===== config.mk =====
export PLATFORM = sky130hd
export DESIGN_NAME = length_framed_command_parser_flat
export DESIGN_NICKNAME = d
export VERILOG_FILES = /design/src/sv/lfcp_pkg.sv /design/src/sv/lfcp_if.sv /design/src/sv/lfcp_core.sv /design/src/sv/length_framed_command_parser.sv /design/src/flat_wrapper.sv
export SDC_FILE = /design/constraint.sdc
export NUM_CORES = 1
export LEC_CHECK = 0
export BUFFER_PORTS_ARGS = -buffer_cell sky130_fd_sc_hd__buf_2
export CAP_MARGIN = 20
export CORE_ASPECT_RATIO = 0.75
export CORE_MARGIN = 2
export CORE_UTILIZATION = 40
export CTS_CLUSTER_SIZE = 20
export DETAILED_ROUTE_END_ITERATION = 10
export GPL_ROUTABILITY_DRIVEN = 0
export GPL_TIMING_DRIVEN = 1
export HOLD_SLACK_MARGIN = 0.08
export REMOVE_ABC_BUFFERS = 1
export SYNTH_ARGS = -nofsm -noshare
export SYNTH_HDL_FRONTEND = slang
export SYNTH_SLANG_ARGS = --single-unit

===== constraint.sdc =====
create_clock -name clock -period 2.7 [get_ports clock]
set_input_delay 0.135 -clock clock [delete_from_list [all_inputs] [get_ports clock]]
set_output_delay 0.135 -clock clock [all_outputs]
set_load 0.01 [all_outputs]

===== src/sv/lfcp_pkg.sv =====
`timescale 1ns / 1ps

package lfcp_pkg;

   typedef enum logic [1:0] {
      CMD_BYTE  = 2'd0,
      CMD_TAKE  = 2'd1,
      CMD_RESET = 2'd2,
      CMD_NONE  = 2'd3
   } cmd_type;

   localparam logic [7:0] ID_VOLUME    = 8'd1;
   localparam logic [7:0] ID_CHANNEL   = 8'd2;
   localparam logic [7:0] ID_SEEK_UP   = 8'd3;
   localparam logic [7:0] ID_SEEK_DOWN = 8'd4;

   localparam logic [7:0] MIN_FRAME_LENGTH = 8'd2;

   localparam int FLAG_VOLUME    = 0;
   localparam int FLAG_CHANNEL   = 1;
   localparam int FLAG_SEEK_UP   = 2;
   localparam int FLAG_SEEK_DOWN = 3;

   typedef struct packed {
      cmd_type    command;
      logic [7:0] data_byte;
   } req_type;

   typedef struct packed {
      logic        frame_ok;
      logic        malformed;
      logic        closed;
      logic [3:0]  pend_mask;
      logic [7:0]  volume_value;
      logic [15:0] channel_value;
      logic        taken;
   } rsp_type;

endpackage


===== src/sv/lfcp_if.sv =====
`timescale 1ns / 1ps

interface lfcp_req_if;
   logic       valid;
   logic       ready;
   logic [1:0] command;
   logic [7:0] data_byte;

   modport source (output valid, output command, output data_byte, input ready);
   modport sink (input valid, input command, input data_byte, output ready);
endinterface

interface lfcp_rsp_if;
   logic        valid;
   logic        ready;
   logic        frame_ok;
   logic        malformed;
   logic        closed;
   logic        pend_volume;
   logic        pend_channel;
   logic        pend_seek_up;
   logic        pend_seek_down;
   logic [7:0]  volume_value;
   logic [15:0] channel_value;
   logic        taken;

   modport source (
      output valid, output frame_ok, output malformed, output closed,
      output pend_volume, output pend_channel, output pend_seek_up,
      output pend_seek_down, output volume_value, output channel_value,
      output taken, input ready
   );
   modport sink (
      input valid, input frame_ok, input malformed, input closed,
      input pend_volume, input pend_channel, input pend_seek_up,
      input pend_seek_down, input volume_value, input channel_value,
      input taken, output ready
   );
endinterface


===== src/sv/lfcp_core.sv =====
`timescale 1ns / 1ps

module lfcp_core (
   input  logic             clock,
   input  logic             reset,
   input  logic             step,
   input  lfcp_pkg::req_type item,
   output lfcp_pkg::rsp_type result
);

   logic [7:0]  frame_left_ff, frame_left_in;
   logic [1:0]  event_phase_ff, event_phase_in;
   logic [1:0]  event_kind_ff, event_kind_in;
   logic        frame_bad_ff, frame_bad_in;
   logic [3:0]  frame_mask_ff, frame_mask_in;
   logic [7:0]  frame_volume_ff, frame_volume_in;
   logic [15:0] frame_channel_ff, frame_channel_in;
   logic [3:0]  pending_mask_ff, pending_mask_in;
   logic [7:0]  held_volume_ff, held_volume_in;
   logic [15:0] held_channel_ff, held_channel_in;
   logic        rejected_ff, rejected_in;

   logic       ok;
   logic       bad;
   logic       taken;
   logic [3:0] shown;

   always_comb begin
      frame_left_in    = frame_left_ff;
      event_phase_in   = event_phase_ff;
      event_kind_in    = event_kind_ff;
      frame_bad_in     = frame_bad_ff;
      frame_mask_in    = frame_mask_ff;
      frame_volume_in  = frame_volume_ff;
      frame_channel_in = frame_channel_ff;
      pending_mask_in  = pending_mask_ff;
      held_volume_in   = held_volume_ff;
      held_channel_in  = held_channel_ff;
      rejected_in      = rejected_ff;
      ok    = 1'b0;
      bad   = 1'b0;
      taken = 1'b0;
      shown = pending_mask_ff;

      unique case (item.command)
         lfcp_pkg::CMD_BYTE: begin
            if (!rejected_ff) begin
               if (frame_left_ff == 8'd0) begin
                  event_phase_in   = 2'd0;
                  event_kind_in    = 2'd0;
                  frame_bad_in     = 1'b0;
                  frame_mask_in    = 4'd0;
                  frame_volume_in  = 8'd0;
                  frame_channel_in = 16'd0;
                  if (item.data_byte < lfcp_pkg::MIN_FRAME_LENGTH) begin
                     bad         = 1'b1;
                     rejected_in = 1'b1;
                  end else begin
                     frame_left_in = item.data_byte - 8'd1;
                  end
               end else begin
                  if (!frame_bad_ff) begin
                     if (event_phase_ff == 2'd0) begin
                        unique case (item.data_byte)
                           lfcp_pkg::ID_VOLUME: begin
                              event_kind_in  = lfcp_pkg::ID_VOLUME[1:0];
                              event_phase_in = 2'd1;
                           end
                           lfcp_pkg::ID_CHANNEL: begin
                              event_kind_in  = lfcp_pkg::ID_CHANNEL[1:0];
                              event_phase_in = 2'd1;
                           end
                           lfcp_pkg::ID_SEEK_UP: begin
                              frame_mask_in[lfcp_pkg::FLAG_SEEK_UP] = 1'b1;
                           end
                           lfcp_pkg::ID_SEEK_DOWN: begin
                              frame_mask_in[lfcp_pkg::FLAG_SEEK_DOWN] = 1'b1;
                           end
                           default: begin
                              frame_bad_in = 1'b1;
                           end
                        endcase
                     end else if (event_kind_ff == lfcp_pkg::ID_VOLUME[1:0]) begin
                        frame_volume_in = item.data_byte;
                        frame_mask_in[lfcp_pkg::FLAG_VOLUME] = 1'b1;
                        event_phase_in = 2'd0;
                     end else if (event_phase_ff == 2'd1) begin
                        frame_channel_in = {item.data_byte, 8'h00};
                        event_phase_in   = 2'd2;
                     end else begin
                        frame_channel_in = {frame_channel_ff[15:8], item.data_byte};
                        frame_mask_in[lfcp_pkg::FLAG_CHANNEL] = 1'b1;
                        event_phase_in = 2'd0;
                     end
                  end
                  frame_left_in = frame_left_ff - 8'd1;
                  if (frame_left_ff == 8'd1) begin
                     if (frame_bad_in || (event_phase_in != 2'd0)) begin
                        bad         = 1'b1;
                        rejected_in = 1'b1;
                     end else begin
                        ok              = 1'b1;
                        pending_mask_in = pending_mask_ff | frame_mask_in;
                        if (frame_mask_in[lfcp_pkg::FLAG_VOLUME]) begin
                           held_volume_in = frame_volume_in;
                        end
                        if (frame_mask_in[lfcp_pkg::FLAG_CHANNEL]) begin
                           held_channel_in = frame_channel_in;
                        end
                     end
                     frame_left_in    = 8'd0;
                     event_phase_in   = 2'd0;
                     event_kind_in    = 2'd0;
                     frame_bad_in     = 1'b0;
                     frame_mask_in    = 4'd0;
                     frame_volume_in  = 8'd0;
                     frame_channel_in = 16'd0;
                  end
               end
            end
            shown = pending_mask_in;
         end
         lfcp_pkg::CMD_TAKE: begin
            pending_mask_in = 4'd0;
            taken           = 1'b1;
         end
         lfcp_pkg::CMD_RESET: begin
            frame_left_in    = 8'd0;
            event_phase_in   = 2'd0;
            event_kind_in    = 2'd0;
            frame_bad_in     = 1'b0;
            frame_mask_in    = 4'd0;
            frame_volume_in  = 8'd0;
            frame_channel_in = 16'd0;
            rejected_in      = 1'b0;
         end
         lfcp_pkg::CMD_NONE: begin
            shown = pending_mask_ff;
         end
         default: begin
            shown = pending_mask_ff;
         end
      endcase
   end

   always_comb begin
      result.frame_ok      = ok;
      result.malformed     = bad;
      result.closed        = rejected_in;
      result.pend_mask     = shown;
      result.volume_value  = held_volume_in;
      result.channel_value = held_channel_in;
      result.taken         = taken;
   end

   always_ff @(posedge clock) begin
      if (reset) begin
         frame_left_ff    <= 8'd0;
         event_phase_ff   <= 2'd0;
         event_kind_ff    <= 2'd0;
         frame_bad_ff     <= 1'b0;
         frame_mask_ff    <= 4'd0;
         frame_volume_ff  <= 8'd0;
         frame_channel_ff <= 16'd0;
         pending_mask_ff  <= 4'd0;
         held_volume_ff   <= 8'd0;
         held_channel_ff  <= 16'd0;
         rejected_ff      <= 1'b0;
      end else if (step) begin
         frame_left_ff    <= frame_left_in;
         event_phase_ff   <= event_phase_in;
         event_kind_ff    <= event_kind_in;
         frame_bad_ff     <= frame_bad_in;
         frame_mask_ff    <= frame_mask_in;
         frame_volume_ff  <= frame_volume_in;
         frame_channel_ff <= frame_channel_in;
         pending_mask_ff  <= pending_mask_in;
         held_volume_ff   <= held_volume_in;
         held_channel_ff  <= held_channel_in;
         rejected_ff      <= rejected_in;
      end
   end

endmodule


===== src/sv/length_framed_command_parser.sv =====
`timescale 1ns / 1ps

// Channel   Direction  Payload
// req_bus   in         command, data_byte
// rsp_bus   out        frame_ok, malformed, closed, pend_*, volume_value,
//                      channel_value, taken
//
// One item per cycle is sustained while rsp_bus.ready stays high; every item
// yields one result, held first in the input register and then in the result
// register. The parser state updates once per item. Reset is synchronous and
// clears the valid flags and the parser state; a stalled result holds the
// result register and, one item later, the input register.

module length_framed_command_parser (
   input logic        clock,
   input logic        reset,
   lfcp_req_if.sink   req_bus,
   lfcp_rsp_if.source rsp_bus
);

   logic              in_valid_ff;
   lfcp_pkg::req_type in_item_ff;
   logic              rsp_valid_ff;
   lfcp_pkg::rsp_type rsp_item_ff;
   lfcp_pkg::rsp_type result;
   logic              step;
   logic              req_take;

   assign step          = in_valid_ff && (!rsp_valid_ff || rsp_bus.ready);
   assign req_bus.ready = !in_valid_ff || step;
   assign req_take      = req_bus.valid && req_bus.ready;

   lfcp_core u_core (
      .clock  (clock),
      .reset  (reset),
      .step   (step),
      .item   (in_item_ff),
      .result (result)
   );

   always_ff @(posedge clock) begin
      if (reset) begin
         in_valid_ff <= 1'b0;
      end else if (req_bus.ready) begin
         in_valid_ff <= req_bus.valid;
      end
   end

   always_ff @(posedge clock) begin
      if (req_take) begin
         in_item_ff.command   <= lfcp_pkg::cmd_type'(req_bus.command);
         in_item_ff.data_byte <= req_bus.data_byte;
      end
   end

   always_ff @(posedge clock) begin
      if (reset) begin
         rsp_valid_ff <= 1'b0;
      end else if (step) begin
         rsp_valid_ff <= 1'b1;
      end else if (rsp_bus.ready) begin
         rsp_valid_ff <= 1'b0;
      end
   end

   always_ff @(posedge clock) begin
      if (step) begin
         rsp_item_ff <= result;
      end
   end

   assign rsp_bus.valid          = rsp_valid_ff;
   assign rsp_bus.frame_ok       = rsp_item_ff.frame_ok;
   assign rsp_bus.malformed      = rsp_item_ff.malformed;
   assign rsp_bus.closed         = rsp_item_ff.closed;
   assign rsp_bus.pend_volume    = rsp_item_ff.pend_mask[lfcp_pkg::FLAG_VOLUME];
   assign rsp_bus.pend_channel   = rsp_item_ff.pend_mask[lfcp_pkg::FLAG_CHANNEL];
   assign rsp_bus.pend_seek_up   = rsp_item_ff.pend_mask[lfcp_pkg::FLAG_SEEK_UP];
   assign rsp_bus.pend_seek_down = rsp_item_ff.pend_mask[lfcp_pkg::FLAG_SEEK_DOWN];
   assign rsp_bus.volume_value   = rsp_item_ff.volume_value;
   assign rsp_bus.channel_value  = rsp_item_ff.channel_value;
   assign rsp_bus.taken          = rsp_item_ff.taken;

endmodule


===== src/flat_wrapper.sv =====
// flat-port wrapper written by rule: the top's interface ports become plain ports
module length_framed_command_parser_flat 
  (clock, reset, req_bus_valid, req_bus_command, req_bus_data_byte, req_bus_ready, rsp_bus_valid, rsp_bus_frame_ok, rsp_bus_malformed, rsp_bus_closed, rsp_bus_pend_volume, rsp_bus_pend_channel, rsp_bus_pend_seek_up, rsp_bus_pend_seek_down, rsp_bus_volume_value, rsp_bus_channel_value, rsp_bus_taken, rsp_bus_ready);
  lfcp_req_if req_bus_i ();
  lfcp_rsp_if rsp_bus_i ();
  input logic clock;
  input logic reset;
  input wire logic [$bits(req_bus_i.valid)-1:0] req_bus_valid;
  input wire logic [$bits(req_bus_i.command)-1:0] req_bus_command;
  input wire logic [$bits(req_bus_i.data_byte)-1:0] req_bus_data_byte;
  output wire logic [$bits(req_bus_i.ready)-1:0] req_bus_ready;
  output wire logic [$bits(rsp_bus_i.valid)-1:0] rsp_bus_valid;
  output wire logic [$bits(rsp_bus_i.frame_ok)-1:0] rsp_bus_frame_ok;
  output wire logic [$bits(rsp_bus_i.malformed)-1:0] rsp_bus_malformed;
  output wire logic [$bits(rsp_bus_i.closed)-1:0] rsp_bus_closed;
  output wire logic [$bits(rsp_bus_i.pend_volume)-1:0] rsp_bus_pend_volume;
  output wire logic [$bits(rsp_bus_i.pend_channel)-1:0] rsp_bus_pend_channel;
  output wire logic [$bits(rsp_bus_i.pend_seek_up)-1:0] rsp_bus_pend_seek_up;
  output wire logic [$bits(rsp_bus_i.pend_seek_down)-1:0] rsp_bus_pend_seek_down;
  output wire logic [$bits(rsp_bus_i.volume_value)-1:0] rsp_bus_volume_value;
  output wire logic [$bits(rsp_bus_i.channel_value)-1:0] rsp_bus_channel_value;
  output wire logic [$bits(rsp_bus_i.taken)-1:0] rsp_bus_taken;
  input wire logic [$bits(rsp_bus_i.ready)-1:0] rsp_bus_ready;
  assign req_bus_i.valid = req_bus_valid;
  assign req_bus_i.command = req_bus_command;
  assign req_bus_i.data_byte = req_bus_data_byte;
  assign req_bus_ready = req_bus_i.ready;
  assign rsp_bus_valid = rsp_bus_i.valid;
  assign rsp_bus_frame_ok = rsp_bus_i.frame_ok;
  assign rsp_bus_malformed = rsp_bus_i.malformed;
  assign rsp_bus_closed = rsp_bus_i.closed;
  assign rsp_bus_pend_volume = rsp_bus_i.pend_volume;
  assign rsp_bus_pend_channel = rsp_bus_i.pend_channel;
  assign rsp_bus_pend_seek_up = rsp_bus_i.pend_seek_up;
  assign rsp_bus_pend_seek_down = rsp_bus_i.pend_seek_down;
  assign rsp_bus_volume_value = rsp_bus_i.volume_value;
  assign rsp_bus_channel_value = rsp_bus_i.channel_value;
  assign rsp_bus_taken = rsp_bus_i.taken;
  assign rsp_bus_i.ready = rsp_bus_ready;
  length_framed_command_parser u_core (.clock(clock), .reset(reset), .req_bus(req_bus_i), .rsp_bus(rsp_bus_i));
endmodule

* Word level (Yosys, flattened, before mapping)
Cells that the tools add are included.
** Storage, ports and cells
- Flip-flop bits (word level) :: 114
- Bits of input ports :: 14
- Output and inout bits :: 34
- Logic and storage cells :: 156
** Operators by class
- $add $sub $neg :: 2
- Order comparisons :: 1
- Eq/ne operators :: 14
- Muxes and demuxes :: 92
- Bitwise gates (word level) :: 3
- Reductions and logical operators :: 22
** Operators by type and width (number)
- 16-bit two-way mux :: 13
- 8-bit two-way mux :: 16
- 4-bit two-way mux :: 12
- 2-bit two-way mux :: 18
- 16-bit case mux with 2 select lines :: 1
- 8-bit case mux with 2 select lines :: 2
- 1-bit two-way mux :: 23
- 8-bit by 1-bit == test with 1-bit output, second input constant :: 2
- 8-bit by 2-bit == test with 1-bit output, second input constant :: 2
- 4-bit case mux with 2 select lines :: 2
- 8-bit by 1-bit subtractor with 8-bit output, second input constant :: 2
- 2-bit case mux with 2 select lines :: 3
- 8-bit by 3-bit == test with 1-bit output, second input constant :: 1
- 8-bit zero test :: 1
- 8-bit by 2-bit < comparator with 1-bit output, second input constant :: 1
- 4-bit != test, second input constant :: 2
- 2-bit nonzero test :: 4
- 4-bit OR reduction :: 2
- 2-bit by 1-bit == test with 1-bit output, second input constant :: 3
- 6-bit AND reduction :: 1
- 5-bit by 3-bit != test with 1-bit output, second input constant :: 1
- 2-bit zero test :: 2
- 4-bit bitwise OR :: 1
- 1-bit case mux with 2 select lines :: 2
- 11 further kinds :: 17

* Depth between registers and ports, before layout
Gate-level depths: netlist of run 1.
- Depth after elaboration :: 15
- Mapped depth :: 9
- Gate-level depth less buffers :: 7

* Cells and area by module
A second synthesis of run 1 with hierarchy kept.
** Unflattened totals
- Cells, all modules :: 512
- Area total of the unflattened synthesis :: 5454.0 µm²
** Modules (own cells, without submodules)
- lfcp_core :: instances 1, cells an instance 460, area each 4088.9 µm², seq. area each 1401.3 µm²
- length_framed_command_parser :: instances 1, cells an instance 52, area each 1365.1 µm², seq. area each 1301.2 µm²

* Worst setup path before layout of run 1
OpenSTA, ideal clock, no wires.
- Kind :: register to register
- Start point :: reg u_core.rsp_valid_ff, in the netlist u_core.rsp_bus.valid
- End point :: reg u_core.u_core.event_kind_ff[1]
- Setup time :: 0.072 ns
- Arrival time :: 2.957 ns
- Required time :: 2.628 ns
- Path slack :: -0.329 ns
- Cell stages (with the launch flop) :: 7
- Path buffers :: 1
- Clock period less this slack :: 3.029 ns
- Path through :: dfxtp_1 > nor2b_1 > nor2_1 > nand3_1 > clkbuf_1 > a21oi_1 > mux2i_1
** On the way
- Word-level cells in the longest chain between the ends :: 4
** Ends and longest elaborated chain
- from (decl) :: RTL line length_framed_command_parser.sv:23 : logic rsp_valid_ff;
- from (signal assigned) :: RTL line length_framed_command_parser.sv:58 : rsp_valid_ff <= 1'b0;
- from (signal assigned) :: RTL line length_framed_command_parser.sv:60 : rsp_valid_ff <= 1'b1;
- from (signal assigned) :: RTL line length_framed_command_parser.sv:62 : rsp_valid_ff <= 1'b0;
- 1-bit zero test :: RTL line length_framed_command_parser.sv:29 : assign step = in_valid_ff && (!rsp_valid_ff || rsp_bus.ready);
- 1-bit logical OR :: RTL line length_framed_command_parser.sv:29
- 1-bit logical AND :: RTL line length_framed_command_parser.sv:29
- net u_core.step :: RTL line length_framed_command_parser.sv:26 : logic step;
- 6-bit AND reduction (no source line)
- to (signal assigned) :: RTL line lfcp_core.sv:172 : event_kind_ff <= event_kind_in;
- to (decl) :: RTL line lfcp_core.sv:13 : logic [1:0] event_kind_ff, event_kind_in;
The timed path passes the listed nets, and every way through them passes these cells.
A chain may end at the register's enable or synchronous reset.

==> results of run 1 <==
what timing repair did:
action                                  in CTS  in global routing
endpoints found under the setup margin       0                  8
hold endpoints to repair                    12                  0
resized for setup                            0                  1
hold buffers                                12                  0
placed cells by master, fill, tap and decap left out, types with 8 or more instances in the layout:
cell type,n
nor3_1,10
dfxtp_1,72
inv_1,10
nand2_1,9
a22oi_1,26
a32o_1,8
nand3_1,8
clkbuf_16,17
buf_4,20
mux2i_1,27
dlygate4sd3_1,12
nor2_1,47
a21oi_1,11
buf_2,47
mux2_2,41
nand2b_1,58
edfxtp_1,42
flip-flops by register name, indices dropped and copies added, names as in the netlist, 2 cells and up:
signal / count
u_core.u_core.held_volume_ff: 8
u_core.u_core.frame_left_ff: 8
u_core.rsp_bus.channel_value: 16
u_core.u_core.event_kind_ff: 2
u_core.rsp_bus.volume_value: 8
u_core.u_core.pending_mask_ff: 4
u_core.in_item_ff: 10
u_core.u_core.held_channel_ff: 16
u_core.u_core.frame_volume_ff: 8
u_core.u_core.frame_channel_ff: 16
u_core.u_core.event_phase_ff: 2
u_core.u_core.frame_mask_ff: 4
stage by stage:
step / hold WS (ps) / instance area, um^2 / power, mW / setup TNS [ps]
2_1_floorplan: 204.1 / 5286 / 2.018 / -29400
6_report: 184.8 / 6706 / 4.561 / 0
3_5_place_dp: 314.0 / 5933 / 2.139 / 0
4_1_cts: 172.3 / 6699 / 4.608 / 0
5_1_grt: 199.8 / 6706 / 4.717 / 0
3_3_place_gp: 312.1 / 5933 / 2.135 / 0
metal layers:
metal | up-vias | global-route usage, % | wire, um
met5 | - | 0 | 0
met4 | 0 | 5.248 | 137
met3 | 14 | 4.995 | 538
met2 | 98 | 29.46 | 6130
met1 | 1997 | 24.57 | 6200
li1 | 1944 | - | -
power by group through the flow:
stage | logic [mW] | registers, mW | clock network [mW]
after detailed placement | 0.261 | 1.88 | 0
final | 0.276 | 1.84 | 2.44
after CTS | 0.274 | 1.84 | 2.49
after global placement | 0.257 | 1.88 | 0
after global routing | 0.301 | 1.85 | 2.57
after floorplan | 0.132 | 1.89 | 0
worst max-delay path by stage:
stage | from | to | cells after the start
6_report | u_core.in_item_ff[1] | u_core.rsp_bus.channel_value[10] | 6
3_3_place_gp | u_core.in_item_ff[6] | u_core.rsp_bus.volume_value[7] | 5
5_1_grt | u_core.in_item_ff[6] | u_core.u_core.frame_left_ff[5] | 5
3_5_place_dp | u_core.in_item_ff[6] | u_core.rsp_bus.volume_value[3] | 5
2_1_floorplan | u_core.rsp_bus.valid | u_core.u_core.event_kind_ff[0] | 5
4_1_cts | u_core.in_item_ff[6] | u_core.rsp_bus.volume_value[3] | 5
area by class of cell:
class	count	area, um^2
clock buffers	22	464.2
clock inverters	10	181.4
fillers	1168	6401
inverters	10	37.54
multi-input cells	338	2561
flip-flops and latches	114	2703
well taps	171	214.0
repair buffers	81	545.5
logic make-up (layout without fill, tap and decap cells):
| kind of cell | count (synthesis) | count (layout) | synth area share [%] |
|---|---|---|---|
| multiplexers | 68 | 68 | 13.55 |
| AO/OA/AOI/OAI | 84 | 84 | 12.60 |
| buffers and inverters | 36 | 123 | 2.826 |
| AND/OR/NAND/NOR | 172 | 172 | 18.23 |
| flip-flops | 114 | 114 | 50.03 |
| XOR/XNOR | 7 | 7 | 1.135 |
| adder cells (fa/ha/maj) | 7 | 7 | 1.621 |
worst reg2reg max path, cell delays in order, from the launching register on:
cell	delay [ps]
edfxtp_1	470
ha_1	270
or4_1	550
a41oi_2	310
a2111oi_4	100
nand3_4	260
mux2_2	390
==> impl_results.md, run 1 <==
* Outcome: completed
* Max-Cap Viols at 0
* Clock network power share at ~54%
* Cell count after placement at roughly 700
* Min-delay src: reset
* Net Switching at ~0.95 mW
* # Post-CTS Setup Buffers at 0
* Worst hold path type: primary input to register
* Non-filler cells, final at approximately 750
* CP max stage cell: or4_1
* Post-synthesis register bit count at between 100 and 150
* Clock root buffer: clkbuf_16
* Yosys top cell area share at between 20% and 30%
* Slowest stage delay, CP at about 550 ps
* Worst R2R Setup Slack at between 80 and 90 ps
* Total Routed Length at 13.01 mm
* Max FO, Critical Path at 17
* CTS tree: yes
* Final setup vio count at 0
* Pint at around 3.6 mW
* Pre-CTS setup slack at 64.11 ps
* Sequential-to-total area share from yosys stat at about 50%
* All-Layer GR Usage at a little under a fifth
* Synth top cells by count: dfxtp_1 (72), nand2b_1 (58), nor2_1 (48), edfxtp_1 (42), mux2_2 (41)
* GRT Residual Overflow at 0
* Number of synthesized flops with an enable pin at 42
* WP buf/inv at 0
* Worst-Margin Slew at 633.8 ps
* Startpoint types: register
* Number of port buffers at 47
* Part of the power in registers at between 40% and 50%
* Deepest clock path buffer count at 2
* Maximum clock frequency at around 380 MHz
* DRT iter0 DRCs at between 200 and 250
* Core area at between 10000 and 15000 um^2
* Kind of critical path: register to register
* Tcrit/Tclk final at slightly below 100%
* Final Hold Fails at 0
* Largest net degree at the start of global routing at 67
* Sequence of cells on the critical path: ha_1, or4_1, a41oi_2, a2111oi_4, nand3_4, mux2_2
* CP delay by family, top: simple AND/OR/NAND/NOR gates
* Die Span Y at around 100 um
* First-pass GRT wire length at roughly 21 mm
* DR vias/cell at ~5.4
* Layout area overhead at 24.16%
* FFs w/ async S/R, synth at 0%
* Relative slew slack at between 50% and 60%
* Slew Limit Fails at 0
* DRT Pass-1 Iters at 5
* Final setup margin at 86.94 ps
* Antenna cells at 0
* Post-Syn Instances at 488
* Drc violations at 0
* WP data required at 2850 ps
* Post-synth top flop: dfxtp_1
* Peak supply drop at ~430 uV
* Worst-path clk slew at 50 ps
* Rows at 36
* # IOs at 48
* Area of the die at approximately 14000 um^2
* Yosys warnings at 0
* Worst Hold Path EP: u_core.in_valid_ff
* FF-to-FF Start: u_core.in_item_ff[1]
* Combinational Power Share at between 6 and 7%
* Initial cell density of the core at between 40% and 50%
* Hold depth at 2
* Syn Std Cell Area at approximately 5400 um^2
* Pwr dens at approximately 680 nW/um^2
* Cts bufs inserted at 17
* Endpoint class of the critical path: register
* Leading cell type by number of instances after synthesis: dfxtp_1
* Area contributors post-synth: dfxtp_1 (27%), edfxtp_1 (23%), mux2_2 (8.5%)
* Yosys top cell by area: dfxtp_1
* # clock sinks at 114
* R2R depth at 6
* Fin nets at 583
* Layout cell share with drive strength beyond 1 at between 20% and 30%
* Unique masters post-synth at 56
* H-tree depth reported by CTS at 4
* Critical path arrival at roughly 2800 ps
* Die width at roughly 140 um
* P_leak at approximately 2.7 nW
* Final ANT Viol Nets at 0
* Routed vias at roughly 4000
* Final core utilization at 51.16%
* Dpl hpwl at 8.803 mm
* Number of global-route vias before repair at just over 4000
* RSZ-0062 raised after global routing: false
* Fin crit period at roughly 2600 ps
* Net Sw Frac at about a fifth
* Max Clock Skew at roughly 12 ps
* Clock latency on the worst-skew pair at 410 ps
* Antenna violations before repair at 0
* Avg Cell Area, Syn at ~11 um^2
* R2R Path End: u_core.rsp_bus.channel_value[10]
* DR WL/cell at 17.43 um
No activity file was read; power rests on OpenSTA's default activity.
==> run 2: changes to the inputs <==
- REMOVE_ABC_BUFFERS: 1 -> unset
==> run 2 against run 1 <==
Effect of this change:
- die area unchanged
- first-iteration DRC count down 3.7%
- clock-buffer cell count down 2
==> impl_results.md, run 2 (synthesis gave the netlist of run 1 again) <==
* GRT Residual Overflow at 0 (unchanged)
* # IOs at 48 (unchanged)
* Final TNS setup at 0 ps (unchanged)
* Number of global-route vias before repair at 4119 (was 4077)
* WP data required at 2860 ps (was 2850 ps)
* CP delay by family, top: simple AND/OR/NAND/NOR gates (unchanged)
* Worst hold path type: primary input to register (unchanged)
* Met2 usage at 28.01% (was 29.46%)
* Worst Setup SP: u_core.in_item_ff[0] (was u_core.in_item_ff[1])
* Pre-CTS setup slack at 37.86 ps (was 64.11 ps)
* DRT iter0 DRCs at 234 (was 243)
* Overall power at 4.250 mW (was 4.561 mW)
* DR WL/cell at 17.43 um (about the same)
* H-tree depth reported by CTS at 4 (unchanged)
* Layout area overhead at 23.42% (was 24.16%)
* Dpl hpwl at 8.715 mm (was 8.803 mm)
* Syn Nets at between 500 and 600
* Cts bufs inserted at 17 (unchanged)
* Placed Area at 5913 um^2 (was 5933 um^2)
* Clock latency on the worst-skew pair at 410 ps (about the same)
* Tcrit/Tclk final at 97.57% (was 96.78%)
* Met3 GRT Util at 5.454% (was 4.995%)
* Max FO, Critical Path at 8 (was 17)
* Startpoint types: register (unchanged)
* Layout cell share with drive strength beyond 1 at 27.16% (was 26.43%)
* Min-delay src: rsp_bus_ready (was reset)
* DR vias/cell at 5.461 (was 5.433)
* Final setup margin at 65.55 ps (was 86.94 ps)
* Final Hold Fails at 0 (unchanged)
* Gr busiest metal: met2 (unchanged)
* Slowest stage delay, CP at 540 ps (was 550 ps)
* Sequence of cells on the critical path: buf_4, ha_1, or4_1, a41oi_4, a2111oi_4, nand3_4, buf_12, mux2_2 (was ha_1, or4_1, a41oi_2, a2111oi_4, nand3_4, mux2_2)
* Fin crit period at 2634 ps (was 2613 ps)
* Most frequent cells in the layout: dfxtp_1 (72), nand2b_1 (58), nor2_1 (47), buf_2 (47), edfxtp_1 (42) (unchanged)
* Largest net degree at the start of global routing at 51 (was 67)
* Max-Cap Viols at 0 (unchanged)
* Design area at 6666 um^2 (was 6706 um^2)
* Deepest clock path buffer count at 2 (unchanged)
* Peak supply drop at 551.7 uV (was 428.4 uV)
* All-Layer GR Usage at 18.80% (was 18.40%)
* Clock root buffer: clkbuf_16 (unchanged)
* Fin nets at 586 (was 583)
* WP buf/inv at 2 (was 0)
* Antenna violations before repair at 0 (unchanged)
* Drc violations at 0 (unchanged)
* CTS tree: yes (unchanged)
* Relative slew slack at 46.85% (was 57.42%)
* Core area at 13110 um^2 (unchanged)
* Worst-Margin Slew at 797.3 ps (was 633.8 ps)
* Maximum clock frequency at 379.6 MHz (was 382.7 MHz)
* First-pass GRT wire length at 21.31 mm (was 21.08 mm)
* Die Span Y at 104.6 um (unchanged)
* Final ANT Viol Nets at 0 (unchanged)
* Initial cell density of the core at 41.21% (unchanged)
* Number of port buffers at 47 (unchanged)
* Endpoint class of the critical path: register (unchanged)
* Outcome: completed (unchanged)
* Antenna cells at 0 (unchanged)
* Total Routed Length at 13.05 mm (was 13.01 mm)
* Routed vias at 4090 (was 4053)
* FF-to-FF Start: u_core.in_item_ff[0] (was u_core.in_item_ff[1])
* Fillcell total at 1161 (was 1168)
* R2R depth at 8 (was 6)
* Worst R2R Setup Slack at 70 ps (was 90 ps)
* Pwr dens at 637.6 nW/um^2 (was 680.1 nW/um^2)
* DRT Pass-1 Iters at 5 (unchanged)
* Met1 usage at 25.87% (was 24.57%)
* # clock sinks at 114 (unchanged)
* CP max stage cell: or4_1 (unchanged)
* Final setup vio count at 0 (unchanged)
* Worst Hold Path EP: u_core.rsp_bus.valid (was u_core.in_valid_ff)
* Kind of critical path: register to register (unchanged)
* Hold depth at 3 (was 2)
* Critical path arrival at 2790 ps (was 2760 ps)
* Max Clock Skew at 8.921 ps (was 12.19 ps)
* Worst-path clk slew at 60 ps (was 50 ps)
* Rows at 36 (unchanged)
* Slew Limit Fails at 0 (unchanged)
* P_leak at 2.692 nW (was 2.705 nW)
* Area of the die at 14460 um^2 (unchanged)
* Die width at 138.2 um (unchanged)
* Commonest non-fill, non-tap cell in the layout: dfxtp_1 (unchanged)
* Final core utilization at 50.86% (was 51.16%)
* R2R Path End: u_core.rsp_bus.channel_value[11] (was u_core.rsp_bus.channel_value[10])
==> run 2: layer usage <==
layer	share of wire (%)	vias to the layer above	wire, um
li1	-	1956	-
met1	50	2013	6496
met2	43	105	5663
met3	5.5	16	719
met4	1.3	0	172
met5	0	-	0
==> run 2: report_power, final <==
part	total, mW	internal, mW	switching, mW
Combinational	0.274	0.112	0.163
Sequential	1.84	1.82	0.0298
Clock	2.13	1.36	0.768
==> run 2: cell type report <==
| type | count | area, um^2 | share of cell area, % |
|---|---|---|---|
| Multi-Input combinational cell | 338 | 2572 | 38.59 |
| Clock buffer | 20 | 446.7 | 6.700 |
| Sequential cell | 114 | 2703 | 40.54 |
| Inverter | 10 | 37.54 | 0.5631 |
| Timing Repair Buffer | 84 | 578.1 | 8.671 |
| Tap cell | 171 | 214.0 | 3.209 |
| Clock inverter | 12 | 115.1 | 1.727 |
==> run 2: timing repair <==
action	in CTS	in global routing
hold endpoints to repair	11	0
hold buffers	11	0
setup endpoints to repair	0	25
gates resized for setup	0	2
buffers inserted	0	5
==> run 2: how the worst max path moves through the flow <==
stage,slack [ps],to,cells past startpoint
global route,-20,u_core.rsp_bus.channel_value[10],8
finish,70,u_core.rsp_bus.channel_value[11],8
floorplan,150,u_core.rsp_bus.channel_value[10],7
CTS,20,u_core.rsp_bus.channel_value[10],7
detailed placement,40,u_core.rsp_bus.channel_value[9],7
global placement,140,u_core.rsp_bus.channel_value[3],7
==> run 2: tightest hold or removal path, delay by kind of cell <==
kind | cells | cell delay (ps)
AND/OR/NAND/NOR | 1 | 160
buffers and inverters | 1 | 90
AO/OA/AOI/OAI | 1 | 80
==> run 2: metrics by stage <==
| stage | hold WS, ps | instances |
|---|---|---|
| 2_1_floorplan | 233.9 | 488 |
| 3_3_place_gp | 317.4 | 701 |
| 3_5_place_dp | 314.6 | 701 |
| 4_1_cts | 90.28 | 744 |
| 5_1_grt | 108.9 | 749 |
| 6_report | 97.02 | 749 |
